==> src/sctlm_pkg.sv <==
`timescale 1ns / 1ps
// Shared types, constants and command/status definitions for the sector cache directory.
package sctlm_pkg;

    localparam int MAX_ENTRIES  = 4096;
    localparam int HASH_BUCKETS = 16384;
    localparam int IDX_W        = $clog2(MAX_ENTRIES);
    localparam int PTR_W        = IDX_W + 1;
    localparam int BKT_W        = $clog2(HASH_BUCKETS);
    localparam int CNT_W        = 13;
    localparam int CFG_IDX_W    = 2;

    localparam logic [PTR_W-1:0] NIL_PTR   = '1;
    localparam logic [7:0]       BAD_DRIVE = 8'hFF;

    localparam logic [1:0] KIND_PROBE   = 2'd0;
    localparam logic [1:0] KIND_FILL    = 2'd1;
    localparam logic [1:0] KIND_WRITE   = 2'd2;
    localparam logic [1:0] KIND_WB_DONE = 2'd3;

    localparam logic [1:0] STAT_OK        = 2'd0;
    localparam logic [1:0] STAT_FLUSH     = 2'd1;
    localparam logic [1:0] STAT_NO_VICTIM = 2'd2;

    localparam logic [CFG_IDX_W-1:0] CFG_ENTRIES_IN_USE  = 2'd0;
    localparam logic [CFG_IDX_W-1:0] CFG_DIRTY_THRESHOLD = 2'd1;

    localparam logic [CNT_W-1:0] RST_ENTRIES_IN_USE  = 13'd4096;
    localparam logic [CNT_W-1:0] RST_DIRTY_THRESHOLD = 13'd3687;

    typedef struct packed {
        logic [1:0]       kind;
        logic [31:0]      sector;
        logic [7:0]       drive;
        logic             dirty;
        logic [IDX_W-1:0] target_entry;
        logic             discard;
    } sctlm_in_t;

    typedef struct packed {
        logic             hit;
        logic [IDX_W-1:0] entry_index;
        logic [1:0]       status;
        logic             evicted;
        logic [CNT_W-1:0] dirty_count;
    } sctlm_out_t;

    typedef enum logic [4:0] {
        OP_NONE,
        OP_CLEAR,
        OP_ACCEPT,
        OP_WB_READ,
        OP_WB_APPLY,
        OP_LK_HEAD,
        OP_LK_FIRST,
        OP_LK_STEP,
        OP_HIT,
        OP_ST_NEW,
        OP_REFUSE_FLUSH,
        OP_REFUSE_NO_VICTIM,
        OP_V_START,
        OP_V_STEP,
        OP_U_HEAD,
        OP_U_FIRST,
        OP_U_STEP,
        OP_P_HEAD,
        OP_P_WRITE,
        OP_MN_READ,
        OP_MN_LINK1,
        OP_MN_LINK2,
        OP_MN_LINK3,
        OP_FINISH
    } sctlm_op_t;

    typedef struct packed {
        logic       clr_last;
        logic [1:0] kind;
        logic       bad_drive;
        logic       empty;
        logic       head_null;
        logic       lk_match;
        logic       lk_end;
        logic       need_mn;
        logic       cap_zero;
        logic       room;
        logic       over_thr;
        logic       oldest_null;
        logic       v_found;
        logic       v_end;
        logic       u_head_hit;
        logic       u_head_null;
        logic       u_found;
        logic       u_end;
        logic       is_newest;
        logic       out_free;
    } sctlm_stat_t;

    function automatic logic ptr_null(input logic [PTR_W-1:0] p);
        return !(p < PTR_W'(MAX_ENTRIES));
    endfunction

endpackage

==> src/sctlm_ctrl.sv <==
`timescale 1ns / 1ps
// Sequencer: runs writeback-done, lookup, victim search, insert and LRU update steps.
module sctlm_ctrl (
    input  logic                   aclk,
    input  logic                   aresetn,
    input  logic                   s_valid,
    output logic                   s_ready,
    input  sctlm_pkg::sctlm_stat_t stat,
    output sctlm_pkg::sctlm_op_t   op
);

    typedef enum logic [4:0] {
        ST_CLEAR, ST_IDLE, ST_DISPATCH, ST_WB_RD, ST_WB_AP, ST_LK_HEAD, ST_LK_FIRST,
        ST_LK_STEP, ST_HIT, ST_ST_DECIDE, ST_ST_NEW, ST_REF_FLUSH, ST_REF_NOVIC,
        ST_V_START, ST_V_STEP, ST_U_HEAD, ST_U_FIRST, ST_U_STEP, ST_P_HEAD, ST_P_WRITE,
        ST_MN_READ, ST_MN_L1, ST_MN_L2, ST_MN_L3, ST_FINISH
    } state_t;

    state_t state_reg, state_next;
    state_t miss_state;

    always_ff @(posedge aclk) begin
        if (!aresetn) begin
            state_reg <= ST_CLEAR;
        end else begin
            state_reg <= state_next;
        end
    end

    assign s_ready    = (state_reg == ST_IDLE);
    assign miss_state = (stat.kind == sctlm_pkg::KIND_PROBE) ? ST_FINISH : ST_ST_DECIDE;

    always_comb begin
        state_next = state_reg;
        op         = sctlm_pkg::OP_NONE;
        case (state_reg)
            ST_CLEAR: begin
                op = sctlm_pkg::OP_CLEAR;
                if (stat.clr_last) state_next = ST_IDLE;
            end
            ST_IDLE: begin
                if (s_valid) begin
                    op         = sctlm_pkg::OP_ACCEPT;
                    state_next = ST_DISPATCH;
                end
            end
            ST_DISPATCH: begin
                if (stat.kind == sctlm_pkg::KIND_WB_DONE) state_next = ST_WB_RD;
                else if (stat.bad_drive)                  state_next = ST_FINISH;
                else if (stat.empty)                      state_next = miss_state;
                else                                      state_next = ST_LK_HEAD;
            end
            ST_WB_RD: begin
                op         = sctlm_pkg::OP_WB_READ;
                state_next = ST_WB_AP;
            end
            ST_WB_AP: begin
                op         = sctlm_pkg::OP_WB_APPLY;
                state_next = ST_FINISH;
            end
            ST_LK_HEAD: begin
                op         = sctlm_pkg::OP_LK_HEAD;
                state_next = ST_LK_FIRST;
            end
            ST_LK_FIRST: begin
                op         = sctlm_pkg::OP_LK_FIRST;
                state_next = stat.head_null ? miss_state : ST_LK_STEP;
            end
            ST_LK_STEP: begin
                op = sctlm_pkg::OP_LK_STEP;
                if (stat.lk_match)    state_next = ST_HIT;
                else if (stat.lk_end) state_next = miss_state;
            end
            ST_HIT: begin
                op         = sctlm_pkg::OP_HIT;
                state_next = stat.need_mn ? ST_MN_READ : ST_FINISH;
            end
            ST_ST_DECIDE: begin
                if (stat.cap_zero)      state_next = ST_REF_NOVIC;
                else if (stat.room)     state_next = ST_ST_NEW;
                else if (stat.over_thr) state_next = ST_REF_FLUSH;
                else                    state_next = ST_V_START;
            end
            ST_ST_NEW: begin
                op         = sctlm_pkg::OP_ST_NEW;
                state_next = ST_P_HEAD;
            end
            ST_REF_FLUSH: begin
                op         = sctlm_pkg::OP_REFUSE_FLUSH;
                state_next = ST_FINISH;
            end
            ST_REF_NOVIC: begin
                op         = sctlm_pkg::OP_REFUSE_NO_VICTIM;
                state_next = ST_FINISH;
            end
            ST_V_START: begin
                op         = sctlm_pkg::OP_V_START;
                state_next = stat.oldest_null ? ST_REF_NOVIC : ST_V_STEP;
            end
            ST_V_STEP: begin
                op = sctlm_pkg::OP_V_STEP;
                if (stat.v_found)    state_next = ST_U_HEAD;
                else if (stat.v_end) state_next = ST_REF_NOVIC;
            end
            ST_U_HEAD: begin
                op         = sctlm_pkg::OP_U_HEAD;
                state_next = ST_U_FIRST;
            end
            ST_U_FIRST: begin
                op = sctlm_pkg::OP_U_FIRST;
                if (stat.u_head_hit || stat.u_head_null) state_next = ST_P_HEAD;
                else                                     state_next = ST_U_STEP;
            end
            ST_U_STEP: begin
                op = sctlm_pkg::OP_U_STEP;
                if (stat.u_found || stat.u_end) state_next = ST_P_HEAD;
            end
            ST_P_HEAD: begin
                op         = sctlm_pkg::OP_P_HEAD;
                state_next = ST_P_WRITE;
            end
            ST_P_WRITE: begin
                op         = sctlm_pkg::OP_P_WRITE;
                state_next = ST_MN_READ;
            end
            ST_MN_READ: begin
                op         = sctlm_pkg::OP_MN_READ;
                state_next = stat.is_newest ? ST_FINISH : ST_MN_L1;
            end
            ST_MN_L1: begin
                op         = sctlm_pkg::OP_MN_LINK1;
                state_next = ST_MN_L2;
            end
            ST_MN_L2: begin
                op         = sctlm_pkg::OP_MN_LINK2;
                state_next = ST_MN_L3;
            end
            ST_MN_L3: begin
                op         = sctlm_pkg::OP_MN_LINK3;
                state_next = ST_FINISH;
            end
            ST_FINISH: begin
                if (stat.out_free) begin
                    op         = sctlm_pkg::OP_FINISH;
                    state_next = ST_IDLE;
                end
            end
            default: state_next = ST_IDLE;
        endcase
    end

    a_accept_idle: assert property (@(posedge aclk) disable iff (!aresetn)
        (s_valid && s_ready) |=> (state_reg == ST_DISPATCH))
        else $error("accepted transaction not dispatched");
    a_clear_first: assert property (@(posedge aclk) disable iff (!aresetn)
        (state_reg == ST_CLEAR) |-> !s_ready)
        else $error("input taken during clearing pass");
    a_finish_idle: assert property (@(posedge aclk) disable iff (!aresetn)
        (op == sctlm_pkg::OP_FINISH) |=> (state_reg == ST_IDLE))
        else $error("finish did not return to idle");

endmodule

==> config.mk <==
export PLATFORM = sky130hd
export DESIGN_NAME = sctlm_ctrl
export DESIGN_NICKNAME = d
export VERILOG_FILES = /design/src/sctlm_pkg.sv /design/src/sctlm_ctrl.sv
export SDC_FILE = /design/constraint.sdc
export NUM_CORES = 1
export LEC_CHECK = 0
export ABC_CLOCK_PERIOD_IN_PS = 3000
export BUFFER_PORTS_ARGS = -buffer_cell sky130_fd_sc_hd__buf_2
export CAP_MARGIN = 0
export CELL_PAD_IN_SITES_DETAIL_PLACEMENT = 0
export CELL_PAD_IN_SITES_GLOBAL_PLACEMENT = 1
export CORE_ASPECT_RATIO = 0.9
export CORE_MARGIN = 2
export CORE_UTILIZATION = 37
export CTS_CLUSTER_DIAMETER = 200
export DETAILED_ROUTE_END_ITERATION = 10
export PLACE_DENSITY = 0.94
export RECOVER_POWER = 100
export SYNTH_ARGS = -nofsm -noshare
export SYNTH_HDL_FRONTEND = slang
export SYNTH_SLANG_ARGS = --single-unit
==> constraint.sdc <==
create_clock -name aclk -period 3 [get_ports aclk]
set_input_delay 0.15 -clock aclk [delete_from_list [all_inputs] [get_ports aclk]]
set_output_delay 0.15 -clock aclk [all_outputs]
set_load 0.05 [all_outputs]
==> metrics.txt <==
outcome=finished, final reports clean; # fillers=274; GR Util All Layers=0.2121; Chip Width=56.80 µm; pwr/cell area=310.3 nW/µm²; Pre-antenna DRT Iters=4; drt total wl=3004 µm; Port Buf Inserts=29; switch share=0.4611; clock skew=7.738 ps; Synth async-reset ratio=0; crit path time final=2495 ps; Syn Nets=160; Largest register FFs=5; largest net degree at the start of global routing=29; post-DP HPWL=2320 µm; logic gate share of total power=0.481; initial drt markers=59; via count=1179; Setup Buffers After CTS=0; die area=2926 µm²; Mapped Avg Cell Area=6.826 µm²; Ports=30; final hold vios=0; share of the synthesized area in the top cell type=0.1078; # DRC=0; Post-synth top flop=dfxtp_1; gr ovfl total=0; placed cells=183; CP endpoint kind=output port; # setup viols final=0; clk_lat worst skew=250 ps; nets=184; PostCTS Resize Cnt=0; Core ar.=2425 µm²; Post-synth EDFFs=0; final core utilization=0.4314; antenna violations before repair=0; period utilization=0.8317; CTS tree=done; Ys Warns=0; Slew HR=0.4491; Flop pwr share=0.272; RSZ-0062 raised after global routing=false; register bit count reported by yosys=5; crit path DAT=2350 ps; root buffer cell=clkbuf_4; clock slew at reported path FFs=40 ps; GP Congestion=0.9441; WHS=192.8 ps; Worst Tran Pin Value=825.3 ps; CTS Buf Count=3; sequential-to-total area share from yosys stat=0.1078; Worst Setup Start Kind=register; DP Worst Slack=994.5 ps; Layout Area Growth over Synthesis=12.67%; CP required=2850 ps; vias in the first global route=1057; layout cell share with drive strength beyond 1=0.2075; path type of the worst min-delay path=in2reg; Initial Utilization=0.3829; CTS max path bufs=2; peak supply drop=198.8 µV; Antenna Nets Post-Route=0; num rows=17; Die Y=51.52 µm; routed vias/inst=6.305; max cap viols=0; per-cell routed wire length=16.06 µm; cell taking the most area after synthesis=dfxtp_1; clock network power share=0.247; Psw=0.1497 mW; CP Max Fanout=25; Final Max Tran Viols=0; leakage=0.4062 nW; Mapped Cells=136; top post-synthesis cells by count=15 x nor2_1, 15 x o21ai_0, 10 x nand2_1; non-filler instance count after layout=187; fmax=0.4008 GHz; Synth area leaders=dfxtp_1 11%, o21ai_0 8.1%, nor2_1 6.1%; CTS H-tree lvls=1; antenna cells=0; post-synthesis cell area=928.4 µm²; first-pass GRT wire length=4926 µm; synth unique cells=49; Setup CP Type=reg2out; Cell Int Power=0.1749 mW; CTS Sinks=5; CTS hold repair buffers=0; Final TNS setup=0 ps; worst setup margin=505.0 ps
cell type report:
cell class                 instances  area, µm²  area share
clock buffer                       4      26.28     0.02512
inverter                           4      15.01     0.01435
multi-input combinational        117      732.0      0.6998
sequential                         5      100.1     0.09569
tap                               28      35.03     0.03349
timing repair buffer              29      137.6      0.1316
kinds of logic after synthesis:
| group | synth area share |
|---|---|
| and+or+nand+nor | 0.3976 |
| DFF | 0.1078 |
| xor gates and xnor gates | 0.009436 |
| AOI/OAI and AO/OA | 0.3922 |
| buffers and inverters | 0.08220 |
| muxes | 0.01078 |
layer usage:
layer,track usage,part of all wire
met1,0.2874,0.46
met2,0.3527,0.45
met3,0.03234,0.067
met4,0.05814,0.018
met5,0,0
worst paths after layout:
| check | start | end | slack [ps] | cells past startpoint |
|---|---|---|---|---|
| hold reg to reg | state_reg[3] | state_reg[3] | 840 | 2 |
| setup reg to reg | state_reg[3] | state_reg[3] | 800 | 5 |
| hold / removal | aresetn | state_reg[0] | 190 | 2 |
| setup / recovery | state_reg[3] | op[1] | 500 | 6 |
worst max-delay path: stages (launching register included):
cell and delay (ps):
dfxtp_1 820, nor2b_1 360, o21ai_0 160, nand2_1 110, a22oi_1 60, o21ai_0 100, clkbuf_1 490
power groups by stage:
stage / clock [mW] / combinational, mW / sequential, mW
2_1_floorplan: 0 / 0.129 / 0.0738
3_3_place_gp: 0 / 0.153 / 0.0880
3_5_place_dp: 0 / 0.158 / 0.0887
4_1_cts: 0.0822 / 0.158 / 0.0874
5_1_grt: 0.0915 / 0.170 / 0.0895
6_report: 0.0802 / 0.156 / 0.0882
metrics by stage:
step / total power [mW] / instance area (µm²)
6_report: 0.3246 / 1046
3_3_place_gp: 0.2412 / 1047
3_5_place_dp: 0.2462 / 1047
2_1_floorplan: 0.2030 / 928.4
5_1_grt: 0.3513 / 1046
4_1_cts: 0.3277 / 1074
cells in the final DEF, fill, tap and decap left out, types with 3 or more instances in the layout:
cell       n
clkbuf_1   7
nor2_1    15
buf_2     23
nor2b_1    5
dfxtp_1    5
o22ai_1    4
a211oi_1   3
o21ai_0   16
nand2b_1   4
a21oi_1    9
clkbuf_4   3
inv_1      4
a22oi_1    4
or2_2      3
nand2_1   10
No activity file was read; power rests on OpenSTA's default activity.
